--- src/rtl/itws_pkg.sv ---
// ----------------------------------------------------------------------------
// itws_pkg
// Shared types and constants of the interval timer with window statistics.
// ----------------------------------------------------------------------------
package itws_pkg;

  localparam int TIME_BITS  = 48;
  localparam int WINDOW_DEF = 64;
  localparam int Q_W        = 17;
  localparam int CFG_W      = 7;
  localparam int FILL_OUT_W = 7;
  localparam int TOTAL_W    = 32;

  localparam logic [Q_W-1:0] Q_ONE  = 17'd65536;
  localparam logic [Q_W-1:0] Q_HALF = 17'd32768;

  localparam logic [2:0] CMD_START = 3'd0;
  localparam logic [2:0] CMD_STOP  = 3'd1;
  localparam logic [2:0] CMD_LAP   = 3'd2;
  localparam logic [2:0] CMD_RESET = 3'd3;
  localparam logic [2:0] CMD_CLEAR = 3'd4;
  localparam logic [2:0] CMD_QUERY = 3'd5;

  localparam logic [1:0] ST_OK      = 2'd0;
  localparam logic [1:0] ST_NOSTART = 2'd1;
  localparam logic [1:0] ST_EMPTY   = 2'd2;
  localparam logic [1:0] ST_BADP    = 2'd3;

  localparam logic REG_STATS_EN  = 1'b0;
  localparam logic REG_WIN_LIMIT = 1'b1;

  localparam logic [CFG_W-1:0] WIN_LIMIT_RST = 7'd64;

  typedef struct packed {
    logic [2:0]           cmd;
    logic [TIME_BITS-1:0] timestamp;
    logic [Q_W-1:0]       percentile_q;
  } itws_in_t;

  typedef struct packed {
    logic [1:0]            status;
    logic                  running_now;
    logic [TIME_BITS-1:0]  elapsed_ns;
    logic [TIME_BITS-1:0]  min_ns;
    logic [TIME_BITS-1:0]  max_ns;
    logic [TIME_BITS-1:0]  mean_ns;
    logic [TIME_BITS-1:0]  median_ns;
    logic [TIME_BITS-1:0]  percentile_ns;
    logic [FILL_OUT_W-1:0] samples_held;
    logic [TOTAL_W-1:0]    measurements_total;
  } itws_out_t;

  typedef struct packed {
    logic clear;
    logic shift;
  } cell_ctl_t;

endpackage

--- src/rtl/itws_cell.sv ---
// ----------------------------------------------------------------------------
// itws_cell
// One cell of the sorting row: keeps the smaller value, passes the larger on,
// and shifts toward the head of the row while the sorted set is read out.
// ----------------------------------------------------------------------------
module itws_cell import itws_pkg::*; (
  input  logic                 clk,
  input  logic                 rst,
  input  cell_ctl_t            ctl,
  input  logic [TIME_BITS-1:0] in_val,
  input  logic                 in_vld,
  input  logic [TIME_BITS-1:0] right_val,
  output logic [TIME_BITS-1:0] hold_val,
  output logic [TIME_BITS-1:0] pass_val,
  output logic                 pass_vld
);

  logic hold_vld;

  always_ff @(posedge clk) begin
    if (rst || ctl.clear) begin
      hold_vld <= 1'b0;
      pass_vld <= 1'b0;
    end else if (ctl.shift) begin
      hold_val <= right_val;
      pass_vld <= 1'b0;
    end else if (in_vld) begin
      if (!hold_vld) begin
        hold_val <= in_val;
        hold_vld <= 1'b1;
        pass_vld <= 1'b0;
      end else if (in_val < hold_val) begin
        hold_val <= in_val;
        pass_val <= hold_val;
        pass_vld <= 1'b1;
      end else begin
        pass_val <= in_val;
        pass_vld <= 1'b1;
      end
    end else begin
      pass_vld <= 1'b0;
    end
  end

endmodule

--- config.mk ---
export PLATFORM = sky130hd
export DESIGN_NAME = itws_cell
export DESIGN_NICKNAME = d
export VERILOG_FILES = /design/src/rtl/itws_pkg.sv /design/src/rtl/itws_cell.sv
export SDC_FILE = /design/constraint.sdc
export NUM_CORES = 1
export LEC_CHECK = 0
export BUFFER_PORTS_ARGS = -buffer_cell sky130_fd_sc_hd__clkbuf_2
export CORE_MARGIN = 4
export CORE_UTILIZATION = 45
export CTS_CLUSTER_DIAMETER = 60
export CTS_CLUSTER_SIZE = 24
export DETAILED_ROUTE_END_ITERATION = 10
export PLACE_DENSITY = 0.82
export SYNTH_ARGS = -nofsm -noshare
export SYNTH_HDL_FRONTEND = slang
export SYNTH_SLANG_ARGS = --single-unit
--- constraint.sdc ---
create_clock -name clk -period 4.44 [get_ports clk]
set_clock_uncertainty 0.15 [all_clocks]
set_input_delay 0 -clock clk [delete_from_list [all_inputs] [get_ports clk]]
set_output_delay 0 -clock clk [all_outputs]
set_load 0.1 [all_outputs]
==> flow_metrics.py, run 1 <==
metrics = {
    "die": {
        "fp.dieH_um": 117,
        "rows": 39,
        "die_width_um": 117,
        "initial_utilization_pct": 46.4,
        "io_pins": 198,
    },
    "clock_network": {
        "root_buffer": "clkbuf_16",
        "ctsResizeCount": 0,
        "cts_buffer_depth": 2,
        "cts_made_buffers": 9,
        "htreeDepth": 3,
        "cts_hold_buf": 147,
        "clock_sinks": 98,
        "post_cts_buffers": 0,
    },
    "outcome": {
        "firstError": "[ERROR RSZ-0060] Max buffer count reached.",
        "status": "did not finish",
        "stop_stage": "clock tree synthesis (4_1_cts)",
    },
    "yosys": {
        "synth-seq-cells": 98,
        "synth_area_mm2": 0.00532,
        "ys_warn_count": 0,
        "netlist_instances": 381,
        "yosysSeqAreaShare_pct": 55.0,
        "syn_nets": 529,
        "synth.distinct_cells": 30,
        "synth.avg_cell_area_um2": 14.0,
    },
    "place": {
        "port_buffers": 197,
        "hpwlAfterDp_um": 9470,
        "dp_cells": 715,
        "routabilityCongestion": 0.784,
    },
}
synthesized netlist by cell type:
master,number,area (um^2)
a2111oi_2,1,15.0
a211o_1,1,8.76
a211oi_1,3,22.5
a21o_1,5,37.5
a21oi_1,17,85.1
a221oi_1,3,26.3
and3_1,2,12.5
and4_1,1,8.76
buf_1,2,7.51
buf_2,3,15.0
buf_6,2,22.5
clkbuf_1,4,15.0
dfxtp_1,2,40.0
edfxtp_1,96,2880
ha_1,47,588
inv_1,50,188
mux2_2,87,980
mux2_4,9,135
nand2_1,11,41.3
nand3_1,4,20.0
nand4_1,6,37.5
nor2_1,9,33.8
nor2b_1,1,6.26
nor3_1,2,10.0
nor4_1,2,12.5
o211ai_1,1,7.51
o21a_1,1,7.51
o21ai_0,7,35.0
o21ai_1,1,5.00
o221ai_1,1,8.76
logic make-up after synthesis:
kind of cell	share of synthesized area (%)
multiplexers	21.0
AND/OR/NAND/NOR	3.44
adder cells (fa/ha/maj)	11.1
flip-flops	55.0
AO/OA/AOI/OAI	4.87
buffers and inverters	4.66
per-stage QoR:
stage	area [um^2]	util [%]	hold slack (ns)	worst slack (ns)
global placement	6470	56.4	0.0302	0.803
floorplan	5330	-	-0.0732	0.398
detailed placement	6470	56.4	0.0379	0.713
==> run 2: changes to the inputs <==
--- a/config.mk
+++ b/config.mk
@@ -7,11 +7,9 @@
 export LEC_CHECK = 0
 export BUFFER_PORTS_ARGS = -buffer_cell sky130_fd_sc_hd__clkbuf_2
 export CORE_MARGIN = 4
-export CORE_UTILIZATION = 45
-export CTS_CLUSTER_DIAMETER = 60
-export CTS_CLUSTER_SIZE = 24
+export CORE_UTILIZATION = 40
 export DETAILED_ROUTE_END_ITERATION = 10
-export PLACE_DENSITY = 0.82
+export PLACE_DENSITY_LB_ADDON = 0.15
 export SYNTH_ARGS = -nofsm -noshare
 export SYNTH_HDL_FRONTEND = slang
 export SYNTH_SLANG_ARGS = --single-unit
==> constraint.sdc (replaced) <==
create_clock -name clk -period 5.77 [get_ports clk]
set_clock_uncertainty 0.15 [all_clocks]
set_input_delay 0 -clock clk [delete_from_list [all_inputs] [get_ports clk]]
set_output_delay 0 -clock clk [all_outputs]
set_load 0.1 [all_outputs]
==> run 2 against run 1 <==
  * Synthesized area did not move
  * Synthesized cell count did not move
  * The run now ends clean
==> flow_metrics.py, run 2 <==
metrics = {
    "timing": {
        "fin_ws_ns": 2.11,
        "finalHoldWorstSlack_ns": 0.247,
        "finalSetupViolCount": 0,
        "setup_tns_ns": 0,
        "rsz0062_at_grt": "false",
        "worst_pin_slew_ns": 0.984,
        "fmax_mhz": 273,
        "period_needed_ns": 3.66,
        "hold_viol_final": 0,
        "slew_viol_final": 0,
        "period_share_pct": 63.5,
        "relSlewSlack_pct": 34.3,
    },
    "layout": {
        "reg.largest.list": "hold_val x48, pass_val x48",
        "final_cells": 907,
        "final_cell_mix": "clkbuf_2, dlygate4sd3_1, edfxtp_1, mux2_2, inv_1",
        "finalCoreUtilization_pct": 64.5,
        "diodes": 0,
        "final_net_count": 878,
        "area_growth_syn_to_layout_pct": 55.6,
        "drive_gt1_share_pct": 42.7,
        "mostFrequentLayoutCell": "clkbuf_2",
        "fillCellCount": 990,
    },
    "clock_network": {
        "htreeDepth": 3,
        "ctsResizeCount": 0,
        "post_cts_buffers": 0,
        "cts_buffer_depth": 2,
        "clock_sinks": 98,
        "clkTransAtPathRegs_ns": 0.06,
        "root_buffer": "clkbuf_16",
        "cts_made_buffers": 9,
        "insertion_delay_ns": 0.34,
        "cts_tree": "done",
    },
    "worst_hold_path": {
        "min_path_type": "primary input to flip-flop",
        "holdPathStages": 3,
    },
    "power": {
        "ir_drop_mv": 0.143,
        "p_leak_nw": 3.69,
        "clkPwrFrac_pct": 31.8,
        "comb_power_share_pct": 23.9,
        "switching_share_pct": 27.5,
        "powerDensity_mw_per_mm2": 224,
        "power.internal_mw": 1.35,
        "switchingPower_mw": 0.510,
        "power_frac_seq_pct": 44.3,
    },
    "yosys": {
        "synth_top_area_share_pct": 54.2,
        "ys_top_cells_by_area": "edfxtp_1, mux2_2, ha_1",
        "netlist_top_cells_count": "edfxtp_1, mux2_2, inv_1",
        "synth_area_mm2": 0.00532,
        "yosys.area.top_type": "edfxtp_1",
        "syn_nets": 529,
        "synth_xor_xnor_area_share_pct": 0,
        "synth.area.mux_share_pct": 21.0,
        "synth_compound_area_share_pct": 4.87,
        "synth.distinct_cells": 30,
        "synth-simple-area-share_pct": 3.44,
        "synth_ff_type": "edfxtp_1",
        "yosysSeqAreaShare_pct": 55.0,
        "synth.most_common_cell": "edfxtp_1",
        "synthAdderAreaFrac_pct": 11.1,
        "async_reset_ff_share_pct": 0,
        "ys_warn_count": 0,
        "netlist_instances": 381,
        "synth-seq-cells": 98,
        "synth_edf_count": 96,
        "synth_top_family_by_area": "multiplexers",
        "synth.avg_cell_area_um2": 14.0,
    },
    "place": {
        "routabilityCongestion": 0.829,
        "pre_cts_slack_ns": 2.03,
        "dp_cells": 743,
        "port_buffers": 197,
        "hpwlAfterDp_um": 9540,
    },
    "detailed_routing": {
        "drt_iter0_drc": 209,
        "drc": 0,
        "first_pass_iters": 4,
        "wire_per_inst_um": 16.3,
        "wirelength_um": 14800,
        "ant_nets": 0,
        "vias_per_cell": 4.78,
        "vias": 4332,
    },
    "setup_path": {
        "rr_startpoint": "hold_val[46]$_DFFE_PP_",
        "cpPeakStageDelay_ns": 0.62,
        "worst_r2r_path_depth": 9,
        "path_cells": "inv_1 > ha_1 > nand4_1 > nor4_1 > nand3_1 > o221ai_1 > a211o_2 > buf_4 > mux2_2",
        "crit_slowest_cell": "nor4_1",
        "worstSetupPathType": "flip-flop to flip-flop",
        "critPathMaxFanout": 48,
        "cp.arrival_ns": 3.60,
        "end_kind": "flip-flop",
        "required_ns": 5.71,
        "critPathLaunchType": "flip-flop",
        "r2r_end": "pass_val[34]$_DFFE_PP_",
        "ff2ff_setup_slack_ns": 2.11,
        "setup.worst_path.end": "pass_val[34]$_DFFE_PP_",
        "worstSetupStartpoint": "hold_val[46]$_DFFE_PP_",
    },
    "grt": {
        "grt_antenna_before_repair": 0,
        "grt_pass1_vias": 4554,
        "grt_util_all_layers_pct": 19.5,
        "grt_pass1_wl_um": 22600,
        "grt_max_degree": 49,
        "overflow": 0,
    },
    "die": {
        "die_area_mm2": 0.0152,
        "fp.dieH_um": 123,
        "io_pins": 198,
        "initial_utilization_pct": 41.4,
        "die_width_um": 123,
        "rows": 41,
        "core-area_mm2": 0.0128,
    },
    "flow_run": {
        "drv_cap": 0,
    },
    "outcome": {
        "status": "finished clean",
    },
}
[run 2: routing by layer]
layer / GRT usage, % / vias to the layer above / routed length, um
li1: - / 2119 / -
met1: 23.5 / 2057 / 6210
met2: 34.1 / 130 / 7370
met3: 4.07 / 26 / 831
met4: 7.89 / 0 / 353
met5: 0 / - / 0
[run 2: per-stage QoR]
stage / power (mW) / instance area [um^2]
after floorplan: 1.10 / 5320
after global placement: 1.18 / 6500
after detailed placement: 1.19 / 6500
after CTS: 1.87 / 8270
after global routing: 1.93 / 8270
final: 1.86 / 8270
[run 2: power by group through the flow]
stage / registers [mW] / clock network, mW / logic (mW)
finish: 0.821 / 0.591 / 0.444
global route: 0.823 / 0.631 / 0.476
CTS: 0.821 / 0.605 / 0.441
detailed placement: 0.837 / 0 / 0.350
global placement: 0.836 / 0 / 0.347
floorplan: 0.945 / 0 / 0.151
[run 2: repair_timing]
action,in CTS,in global routing
hold endpoints to repair,98,0
setup endpoints to repair,0,0
hold buffers,148,0
[run 2: worst min path at each step]
stage	from	end	slack, ns
after floorplan	rst	hold_vld$_SDFFE_PP0P_	-0.07
after global placement	rst	hold_vld$_SDFFE_PP0P_	0.03
after detailed placement	rst	hold_vld$_SDFFE_PP0P_	0.04
after CTS	ctl[1]	hold_vld$_SDFFE_PP0P_	0.22
after global routing	ctl[1]	hold_vld$_SDFFE_PP0P_	0.25
final	ctl[1]	hold_vld$_SDFFE_PP0P_	0.25
[run 2: logic make-up (layout without fill, tap and decap cells)]
logic type | Yosys count | after routing
AOI/OAI and AO/OA | 41 | 41
and+or+nand+nor | 38 | 38
adders and majority gates | 47 | 47
DFF | 98 | 98
buffers and inverters | 61 | 415
muxes | 96 | 96
[run 2: layout make-up]
class | count | area (um^2) | share of cell area (%)
repair buffers | 349 | 2500 | 30.2
clock buffers | 10 | 229 | 2.77
flip-flops and latches | 98 | 2920 | 35.4
clock inverters | 6 | 57.6 | 0.696
well taps | 172 | 215 | 2.60
inverters | 50 | 188 | 2.27
multi-input cells | 222 | 2160 | 26.1
[run 2: critical path: cells and delay by family, from the launching register on]
| family | cells | cell delay, ns |
|---|---|---|
| multiplexers | 1 | 0.43 |
| buffers and inverters | 2 | 0.68 |
| AND/OR/NAND/NOR | 3 | 1.02 |
| adder cells (fa/ha/maj) | 1 | 0.31 |
| AO/OA/AOI/OAI | 2 | 0.42 |
| flip-flops | 1 | 0.39 |
(Power assumes the default switching activity.)
