$ cat src/rtl/itws_pkg.sv
// ----------------------------------------------------------------------------
// itws_pkg
// Shared types and constants of the interval timer with window statistics.
// ----------------------------------------------------------------------------
package itws_pkg;

  localparam int TIME_BITS  = 48;
  localparam int WINDOW_DEF = 64;
  localparam int Q_W        = 17;
  localparam int CFG_W      = 7;
  localparam int FILL_OUT_W = 7;
  localparam int TOTAL_W    = 32;

  localparam logic [Q_W-1:0] Q_ONE  = 17'd65536;
  localparam logic [Q_W-1:0] Q_HALF = 17'd32768;

  localparam logic [2:0] CMD_START = 3'd0;
  localparam logic [2:0] CMD_STOP  = 3'd1;
  localparam logic [2:0] CMD_LAP   = 3'd2;
  localparam logic [2:0] CMD_RESET = 3'd3;
  localparam logic [2:0] CMD_CLEAR = 3'd4;
  localparam logic [2:0] CMD_QUERY = 3'd5;

  localparam logic [1:0] ST_OK      = 2'd0;
  localparam logic [1:0] ST_NOSTART = 2'd1;
  localparam logic [1:0] ST_EMPTY   = 2'd2;
  localparam logic [1:0] ST_BADP    = 2'd3;

  localparam logic REG_STATS_EN  = 1'b0;
  localparam logic REG_WIN_LIMIT = 1'b1;

  localparam logic [CFG_W-1:0] WIN_LIMIT_RST = 7'd64;

  typedef struct packed {
    logic [2:0]           cmd;
    logic [TIME_BITS-1:0] timestamp;
    logic [Q_W-1:0]       percentile_q;
  } itws_in_t;

  typedef struct packed {
    logic [1:0]            status;
    logic                  running_now;
    logic [TIME_BITS-1:0]  elapsed_ns;
    logic [TIME_BITS-1:0]  min_ns;
    logic [TIME_BITS-1:0]  max_ns;
    logic [TIME_BITS-1:0]  mean_ns;
    logic [TIME_BITS-1:0]  median_ns;
    logic [TIME_BITS-1:0]  percentile_ns;
    logic [FILL_OUT_W-1:0] samples_held;
    logic [TOTAL_W-1:0]    measurements_total;
  } itws_out_t;

  typedef struct packed {
    logic clear;
    logic shift;
  } cell_ctl_t;

endpackage

$ cat src/rtl/itws_div.sv
// ----------------------------------------------------------------------------
// itws_div
// Restoring divider, one quotient bit per cycle.
// ----------------------------------------------------------------------------
module itws_div import itws_pkg::*; #(
  parameter int DW = 54,
  parameter int NW = 7
) (
  input  logic          clk,
  input  logic          rst,
  input  logic          start,
  input  logic [DW-1:0] dividend,
  input  logic [NW-1:0] divisor,
  output logic          done,
  output logic [DW-1:0] quotient
);

  localparam int CW = $clog2(DW + 1);

  logic [CW-1:0] cnt;
  logic          busy;
  logic [NW-1:0] rem;
  logic [NW-1:0] dsr;
  logic [NW:0]   rem_sh;

  assign rem_sh = {rem, quotient[DW-1]};

  always_ff @(posedge clk) begin
    if (rst) begin
      busy <= 1'b0;
      done <= 1'b0;
      cnt  <= '0;
    end else if (start) begin
      busy     <= 1'b1;
      done     <= 1'b0;
      cnt      <= '0;
      rem      <= '0;
      dsr      <= divisor;
      quotient <= dividend;
    end else if (busy) begin
      if (rem_sh >= {1'b0, dsr}) begin
        rem      <= NW'(rem_sh - {1'b0, dsr});
        quotient <= {quotient[DW-2:0], 1'b1};
      end else begin
        rem      <= rem_sh[NW-1:0];
        quotient <= {quotient[DW-2:0], 1'b0};
      end
      cnt <= cnt + 1'b1;
      if (cnt == CW'(DW - 1)) begin
        busy <= 1'b0;
        done <= 1'b1;
      end
    end
  end

endmodule

$ cat config.mk
export PLATFORM = sky130hd
export DESIGN_NAME = itws_div
export DESIGN_NICKNAME = d
export VERILOG_FILES = /design/src/rtl/itws_pkg.sv /design/src/rtl/itws_div.sv
export SDC_FILE = /design/constraint.sdc
export NUM_CORES = 1
export LEC_CHECK = 0
export ABC_AREA = 1
export BUFFER_PORTS_ARGS = -buffer_cell sky130_fd_sc_hd__buf_4
export CORE_ASPECT_RATIO = 0.75
export CORE_MARGIN = 5
export CORE_UTILIZATION = 50
export CTS_BUF_LIST = sky130_fd_sc_hd__clkbuf_8
export DETAILED_ROUTE_END_ITERATION = 10
export GPL_ROUTABILITY_DRIVEN = 0
export PLACE_DENSITY = 0.88
export SLEW_MARGIN = 20
export SYNTH_ARGS = -nofsm -noshare
export SYNTH_HDL_FRONTEND = slang
export SYNTH_SLANG_ARGS = --single-unit
$ cat constraint.sdc
create_clock -name clk -period 5.3 [get_ports clk]
set_input_delay 0.795 -clock clk [delete_from_list [all_inputs] [get_ports clk]]
set_output_delay 0.795 -clock clk [all_outputs]
set_load 0.05 [all_outputs]
==> results of run 1 <==
-- synthesized netlist by cell type --
library cell  instances
nor2_4                1
inv_2                 2
or2_1                 1
nor3_1                6
a21oi_1               4
a21oi_4               1
buf_1                 5
dfxtp_1               8
ha_1                  9
clkbuf_1              6
nand3_1              14
nand2_2               1
a211oi_1              1
nor2_1               23
nand2_1             202
xnor2_1               2
o21ai_1               2
nand4_1               3
fa_1                  1
o21ai_0               1
nor3b_1               3
edfxtp_1             68
buf_2                 3
inv_1                35
-- registers in the layout (all words and copies together) (netlist names) --
register / count
quotient: 54
dsr: 7
rem: 7
cnt: 6
busy: 1
done: 1
-- through the flow --
stage,cells,area (um^2),total power (uW)
2_1_floorplan,402,3620,1030
3_3_place_gp,606,4590,1160
3_5_place_dp,606,4590,1170
4_1_cts,622,4780,1600
5_1_grt,622,4780,1660
6_report,622,4780,1590
-- worst min-delay path, cell delays in order, from the launching register on --
cell and delay, ns:
dfxtp_1 0.32, inv_1 0.05, a21oi_1 0.05
-- layout make-up --
type / instances / area, um^2
sequential: 76 / 2200
fill: 496 / 2150
multi-input combinational: 275 / 1220
timing repair buffer: 120 / 901
inverter: 37 / 139
clock buffer: 9 / 124
tap: 98 / 123
clock inverter: 7 / 66.3
-- logic make-up (layout without fill, tap and decap cells) --
group / after synthesis / after routing / share of synthesized area, %
AND/OR/NAND/NOR: 254 / 254 / 27.9
adder cells (fa/ha/maj): 10 / 10 / 3.67
flip-flops: 76 / 76 / 60.9
XOR/XNOR: 2 / 2 / 0.485
AO/OA/AOI/OAI: 9 / 9 / 1.63
buffers and inverters: 51 / 173 / 5.40
-- power by group --
part           internal (uW)  leakage, uW  total, uW  switching [uW]
clock                    215    0.0000961        429             214
combinational            134      0.00149        408             274
sequential               720     0.000726        753            33.2
total                   1070      0.00231       1590             521
-- path summary, 6_finish.rpt --
kind | start | to | slack, ns | cells past startpoint
worst max-delay path | start | rem[0] | 2.39 | 6
worst min register to register | done | done | 0.46 | 2
worst min-delay path | done | done | 0.46 | 2
worst max register to register | quotient[53] | rem[1] | 3.10 | 12
-- routing by layer --
metal	track usage (%)	vias to the layer above
met3	7.12	23
met1	27.7	1393
met5	0	-
li1	-	1512
met4	7.34	0
met2	32.1	161
==> summary.md, run 1 <==
| Metric | Value |
|---|---|
| Area leader, netlist | `edfxtp_1` |
| Row Count | `26` |
| Nets | `593` |
| Slowest stage cell, crit path | `buf_4` |
| Library cells used by synthesis | `24` |
| WL met2 | `4170 um` |
| Cell mode on critical path | `buf_4` |
| Max FO, Critical Path | `56` |
| Final Setup Violations | `0` |
| Longest Clk Path Bufs | `2` |
| Final Util | `68.9%` |
| Die ar. | `9050 um^2` |
| Final HPWL DP | `6570 um` |
| Critical Path, Cell by Cell | `buf_4, inv_2, nor2_1, inv_1, nand2_2, buf_4` |
| Final Hold Viols | `0` |
| Hold_ws | `0.458 ns` |
| First-pass GRT wire length | `14700 um` |
| Critical path type | `primary input to register` |
| Post-Place Worst Slack | `2.02 ns` |
| Vias per Instance | `4.97` |
| Clk slew on worst S/H paths | `0.07 ns` |
| Largest net degree at the start of global routing | `62` |
| Synth area leaders | `edfxtp_1 56%, nand2_1 21%, dfxtp_1 4.4%, inv_1 3.6%, ha_1 3.1%` |
| Pwr dens | `333 nW/um^2` |
| DRT iter0 DRCs | `233` |
| Worst Setup End Kind | `register` |
| Max rail drop VDD | `0.170 mV` |
| Remaining global-route overflow | `0` |
| Pre-antenna DRT Iters | `6` |
| WL met1 | `3820 um` |
| I/O Buffers | `118` |
| CTS Buf Count | `9` |
| H-tree depth | `3` |
| Fin crit period | `2.91 ns` |
| CP required | `5.29 ns` |
| Io pins | `119` |
| Die height | `83.6 um` |
| Family with the most delay on the worst path | `buffers and inverters` |
| Routed wire length on met3 | `964 um` |
| Startpoint Class | `primary input` |
| Slew HR | `60.0%` |
| F_max | `343 MHz` |
| Most frequent cells in the layout | `201 x nand2_1, 120 x buf_4, 68 x edfxtp_1` |
| Skew-Pair Late Insertion Delay | `0.35 ns` |
| Post-Route WL | `9170 um` |
| Clock skew | `0.0119 ns` |
| CP max stage delay | `0.53 ns` |
| Hold buffers post-CTS | `0` |
| Core ar. | `6930 um^2` |
| FF+latch count, synth | `76` |
| Mapped Area | `3620 um^2` |
| RSZ-0062 raised after global routing | `false` |
| DRT antenna net count | `0` |
| Vias in the first global route | `3034` |
| Max Used Layer | `met4` |
| Num Clock Sinks | `76` |
| Mapped Cells | `402` |
| Layout cells sized above 1 | `26.5%` |
| Post CTS Setup Buffer Count | `0` |
| Net Count, Synth | `476` |
| Outcome | `completed` |
| Final worst-path cycle share | `55.0%` |
| Initial antenna violation count | `0` |
| Share of the synthesized area in the top cell type | `56.5%` |
| Setup TNS | `0 ns` |
| Die X | `108 um` |
| All-layer global routing usage | `20.9%` |
| Buf+Inv Stages, Crit Path | `4` |
| P_leak | `0.00231 uW` |
| Cts repair resizes | `0` |
| Commonest non-fill, non-tap cell in the layout | `nand2_1` |
| TritonCTS clock tree | `built` |
| Post-route DRC | `0` |
| Type of the worst min-delay path | `register to register` |
| Final WS setup | `2.39 ns` |
| Avg WL per Cell | `14.7 um` |
| Slew @ Worst Pin | `0.600 ns` |
| CP arrival | `2.90 ns` |
| Root Driver | `clkbuf_8` |
| Vias | `3089` |
| ANT cells | `0` |
| Max-slew violations | `0` |
| Sequential-to-total area share from yosys stat | `60.9%` |
| YS warnings | `0` |
| Area grow syn2layout | `32.1%` |
| Initial core utilization | `52.2%` |
| Max cap viols | `0` |
| Syn Area/Cell | `8.99 um^2` |
Note: power is estimated with default switching activity, not from simulation.
==> run 2, diff against run 1 <==
- clock period: 5.3 -> 3 ns (I/O delays scaled with it)
==> summary.md, run 2 (synthesized netlist as in run 1, its figures left out) <==
| Metric | Value |
|---|---|
| Internal | `1890 uW` |
| Min-delay src | `divisor[6]` |
| Skew-Pair Late Insertion Delay | `0.35 ns` |
| Psw | `900 uW` |
| Die ar. | `9050 um^2` |
| Cts repair resizes | `0` |
| Final Setup Violations | `0` |
| Final worst-path cycle share | `67.7%` |
| Most frequent cells in the layout | `201 x nand2_1, 121 x buf_4, 68 x edfxtp_1` |
| Largest net degree at the start of global routing | `62` |
| Critical path type | `register to register` |
| Die height | `83.6 um` |
| Pwr dens | `581 nW/um^2` |
| Longest Clk Path Bufs | `2` |
| Fillers | `541` |
| CTS Buf Count | `9` |
| Max FO, Critical Path | `7` |
| Nets | `595` |
| Row Count | `26` |
| Final Instance Area | `4800 um^2` |
| Initial antenna violation count | `0` |
| DRT antenna net count | `0` |
| Final HPWL DP | `6470 um` |
| Hold Path End | `dsr[6]` |
| Max rail drop VDD | `0.324 mV` |
| Switching Fraction | `32.3%` |
| Placed cell areas | `4610 um^2` |
| Remaining global-route overflow | `0` |
| Avg WL per Cell | `13.9 um` |
| Clock skew | `0.0144 ns` |
| Vias | `3043` |
| Max reg flops | `54` |
| Vias per Instance | `4.88` |
| Die X | `108 um` |
| Post-Route WL | `8700 um` |
| Cells on worst reg2reg path | `12` |
| ANT cells | `0` |
| RSZ-0062 raised after global routing | `false` |
| Vias in the first global route | `3042` |
| Layout Cells excl Fill | `624` |
| P_leak | `0.00233 uW` |
| Commonest non-fill, non-tap cell in the layout | `nand2_1` |
| Max cap viols | `0` |
| Num Clock Sinks | `76` |
| Largest register by flop count | `quotient` |
| Post CTS Setup Buffer Count | `0` |
| Clock power frac | `26.6%` |
| Pwr Total | `2790 uW` |
| Multi-input logic area | `1220 um^2` |
| All-layer global routing usage | `20.1%` |
| Initial core utilization | `52.2%` |
| Layout cells sized above 1 | `26.8%` |
| Crit path launch | `quotient[53]` |
| First-pass GRT wire length | `14200 um` |
| Register Area | `2200 um^2` |
| DRT iter0 DRCs | `193` |
| Reg power frac | `47.5%` |
| H-tree depth | `3` |
| Fin crit period | `2.03 ns` |
| Io pins | `119` |
| Placed insts | `608` |
| WHS Path Cells | `1` |
| Max-slew violations | `0` |
| Setup TNS | `0 ns` |
| I/O Buffers | `118` |
| Final Hold Viols | `0` |
| Slew HR | `59.5%` |
| Type of the worst min-delay path | `primary input to register` |
| Outcome | `completed` |
| Area grow syn2layout | `32.7%` |
| Clk slew on worst S/H paths | `0.08 ns` |
| Critical R2R Capture | `rem[0]` |
| Root Driver | `clkbuf_8` |
| Largest regs | `quotient x54, dsr x7, rem x7` |
| Comb power frac | `25.9%` |
| Post-route DRC | `0` |
| TritonCTS clock tree | `built` |
| Worst reg2reg startpoint | `quotient[53]` |
| Worst Setup End Kind | `register` |
| Startpoint Class | `register` |
| CP arrival | `2.24 ns` |
| Slew @ Worst Pin | `0.607 ns` |
| Core ar. | `6930 um^2` |
| CP required | `3.21 ns` |
| F_max | `493 MHz` |
| Worst R2R Setup Slack | `0.97 ns` |
| Pre-antenna DRT Iters | `4` |
| Hold buffers post-CTS | `0` |
-- run 2: stage by stage --
step / setup slack, ns / hold slack, ns / utilization, %
6_report: 0.970 / 0.280 / 69.2
5_1_grt: 0.699 / 0.257 / 69.2
4_1_cts: 0.979 / 0.252 / 69.2
3_5_place_dp: 1.00 / 0.455 / 66.6
3_3_place_gp: 1.13 / 0.447 / 66.6
2_1_floorplan: 0.293 / 0.484 / -
-- run 2: worst max-delay path, cell delays in order (launching register included) --
cell      delay [ns]
edfxtp_1        0.36
inv_1           0.07
ha_1            0.23
fa_1            0.41
inv_1           0.09
nand2_1         0.05
nand2_1         0.07
nand2_1         0.08
nand2_1         0.06
nand2_1         0.16
nand3_1         0.13
nand2_1         0.06
nor2_1          0.11
-- run 2: worst max-delay path by stage --
stage,endpoint,depth (start not counted)
after floorplan,quotient[0],4
after global placement,rem[5],12
after detailed placement,rem[0],12
after CTS,rem[0],12
after global routing,rem[4],12
final,rem[0],12
-- run 2: final cells by class --
class / instances / share of cell area, %
clock buffers: 9 / 2.58
flip-flops and latches: 76 / 45.9
inverters: 37 / 2.90
repair buffers: 122 / 19.4
clock inverters: 7 / 1.25
multi-input cells: 275 / 25.5
well taps: 98 / 2.56
-- run 2: per-layer routing --
layer | up-vias | global-route usage (%) | share of wire (%)
met5 | - | 0 | 0
met4 | 0 | 6.54 | 1.5
met3 | 13 | 6.42 | 8.8
met2 | 120 | 33.5 | 50
met1 | 1396 | 24.6 | 40
li1 | 1514 | - | -
-- run 2: power by group through the flow --
stage	logic (uW)	registers, uW	clock network [uW]
4_1_cts	727	1320	770
3_3_place_gp	704	1340	0
3_5_place_dp	727	1340	0
6_report	723	1320	740
2_1_floorplan	270	1550	0
5_1_grt	787	1330	809
==> run 3, diff against run 2 <==
- CORE_UTILIZATION: 50 -> 47
- PLACE_DENSITY: 0.88 -> 0.87
- clock period: 3 -> 1.75 ns (I/O delays scaled with it)
==> summary.md, run 3 (synthesized netlist as in run 1, its figures left out) <==
| Metric | Value |
|---|---|
| Outcome | `complete, but fails checks` |
| Failing checks | `negative setup slack` |
| Root Driver | `clkbuf_8` |
| DRT iter0 DRCs | `211` |
| Largest register by flop count | `quotient` |
| Critical path type | `register to register` |
| Clock skew | `0.00637 ns` |
| Die X | `111 um` |
| Final HPWL DP | `6490 um` |
| Grt peak-use layer | `met2` |
| RSZ-0062 raised after global routing | `true` |
| Type of the worst min-delay path | `primary input to register` |
| Die height | `86.0 um` |
| P_leak | `0.00240 uW` |
| Slew HR | `58.3%` |
| Row Count | `27` |
| H-tree depth | `3` |
| Worst Setup End Kind | `register` |
| Clk slew on worst S/H paths | `0.07 ns` |
| Register Area | `2200 um^2` |
| Area grow syn2layout | `38.7%` |
| Final Util | `67.5%` |
| Largest regs | `quotient x54, dsr x7, rem x7` |
| Vias | `3148` |
| Hold_ws | `0.0942 ns` |
| Remaining global-route overflow | `0` |
| Fin crit period | `1.88 ns` |
| Pwr Total | `5300 uW` |
| Vias in the first global route | `3113` |
| Most frequent cells in the layout | `196 x nand2_1, 126 x buf_4, 68 x edfxtp_1` |
| Longest Clk Path Bufs | `2` |
| I/O Buffers | `118` |
| Pre-antenna DRT Iters | `5` |
| TritonCTS clock tree | `built` |
| GRT met2 Usage | `32.0%` |
| First-pass GRT wire length | `14900 um` |
| Skew-Pair Late Insertion Delay | `0.35 ns` |
| Multi-input logic area | `1310 um^2` |
| Met1 Use GR | `24.4%` |
| Final WS setup | `-0.128 ns` |
| Initial antenna violation count | `0` |
| Initial core utilization | `48.7%` |
| CTS Buf Count | `9` |
| Pwr dens | `1060 nW/um^2` |
| Post-Route WL | `9460 um` |
| ANT cells | `0` |
| Fillers | `596` |
| Num Clock Sinks | `76` |
| Placed cell areas | `4660 um^2` |
| Max cap viols | `0` |
| Layout cells sized above 1 | `31.4%` |
| Max rail drop VDD | `0.477 mV` |
| DRT antenna net count | `0` |
| Max reg flops | `54` |
| Final Instance Area | `5010 um^2` |
| F_max | `533 MHz` |
| Core ar. | `7430 um^2` |
| Post-Place Worst Slack | `-0.0917 ns` |
| Commonest non-fill, non-tap cell in the layout | `nand2_1` |
| CP required | `1.85 ns` |
| All-layer global routing usage | `19.5%` |
| CP arrival | `1.98 ns` |
| WHS Path Cells | `1` |
| Avg WL per Cell | `14.9 um` |
| Die ar. | `9570 um^2` |
| Cells on worst reg2reg path | `10` |
| Nets | `601` |
| Final Setup Violations | `8` |
| Largest net degree at the start of global routing | `62` |
| Startpoint Class | `register` |
| Max-slew violations | `0` |
| Vias per Instance | `4.97` |
| GR Util met3 | `7.62%` |
| Io pins | `119` |
| Hold buffers post-CTS | `0` |
| Final worst-path cycle share | `107%` |
| Post-route DRC | `0` |
| Slew @ Worst Pin | `0.625 ns` |
| Final Hold Viols | `0` |
| Max FO, Critical Path | `8` |
run 3: path summary, 6_finish.rpt:
check,startpoint,endpoint,slack (ns)
max,dsr[0],rem[2],-0.13
min,divisor[1],dsr[1],0.09
max reg2reg,dsr[0],rem[2],-0.13
min reg2reg,done,done,0.46
run 3: layer usage:
layer  part of all wire (%)  vias to the layer above
li1                       -                     1534
met1                     41                     1438
met2                     48                      155
met3                    9.5                       21
met4                    1.7                        0
met5                      0                        -
run 3: layout make-up:
type	instances	area share, %
Timing Repair Buffer	128	19.7
Multi-Input combinational cell	275	26.1
Inverter	37	2.77
Clock buffer	11	3.02
Clock inverter	5	1.97
Tap cell	101	2.52
Sequential cell	76	43.9
run 3: critical path, stage by stage, from the launching register on:
cell and delay (ns):
edfxtp_1 0.39, ha_2 0.21, fa_2 0.36, inv_2 0.08, nand2_2 0.06, nand2_4 0.08, nand3_2 0.09, nand2_2 0.09
nor2_4 0.07, nor2_1 0.12, nor2_1 0.07
run 3: per-stage QoR:
| stage | instances | setup TNS (ns) |
|---|---|---|
| 6_report | 633 | -0.772 |
| 5_1_grt | 633 | -1.31 |
| 4_1_cts | 632 | -0.606 |
| 3_5_place_dp | 614 | -0.615 |
| 3_3_place_gp | 614 | 0 |
| 2_1_floorplan | 402 | -2.17 |
run 3: where the power goes:
group          internal (uW)  total, uW  switching [uW]  leakage (uW)
registers               2180       2270            89.5      0.000726
clock network           1020       1660             640      0.000131
logic                    468       1380             910       0.00155
run 3: timing repair:
| action | in CTS | in global routing |
|---|---|---|
| pin swaps | 5 | 12 |
| setup endpoints to repair | 8 | 8 |
| resized for setup | 9 | 11 |
| buffers inserted | 2 | 1 |
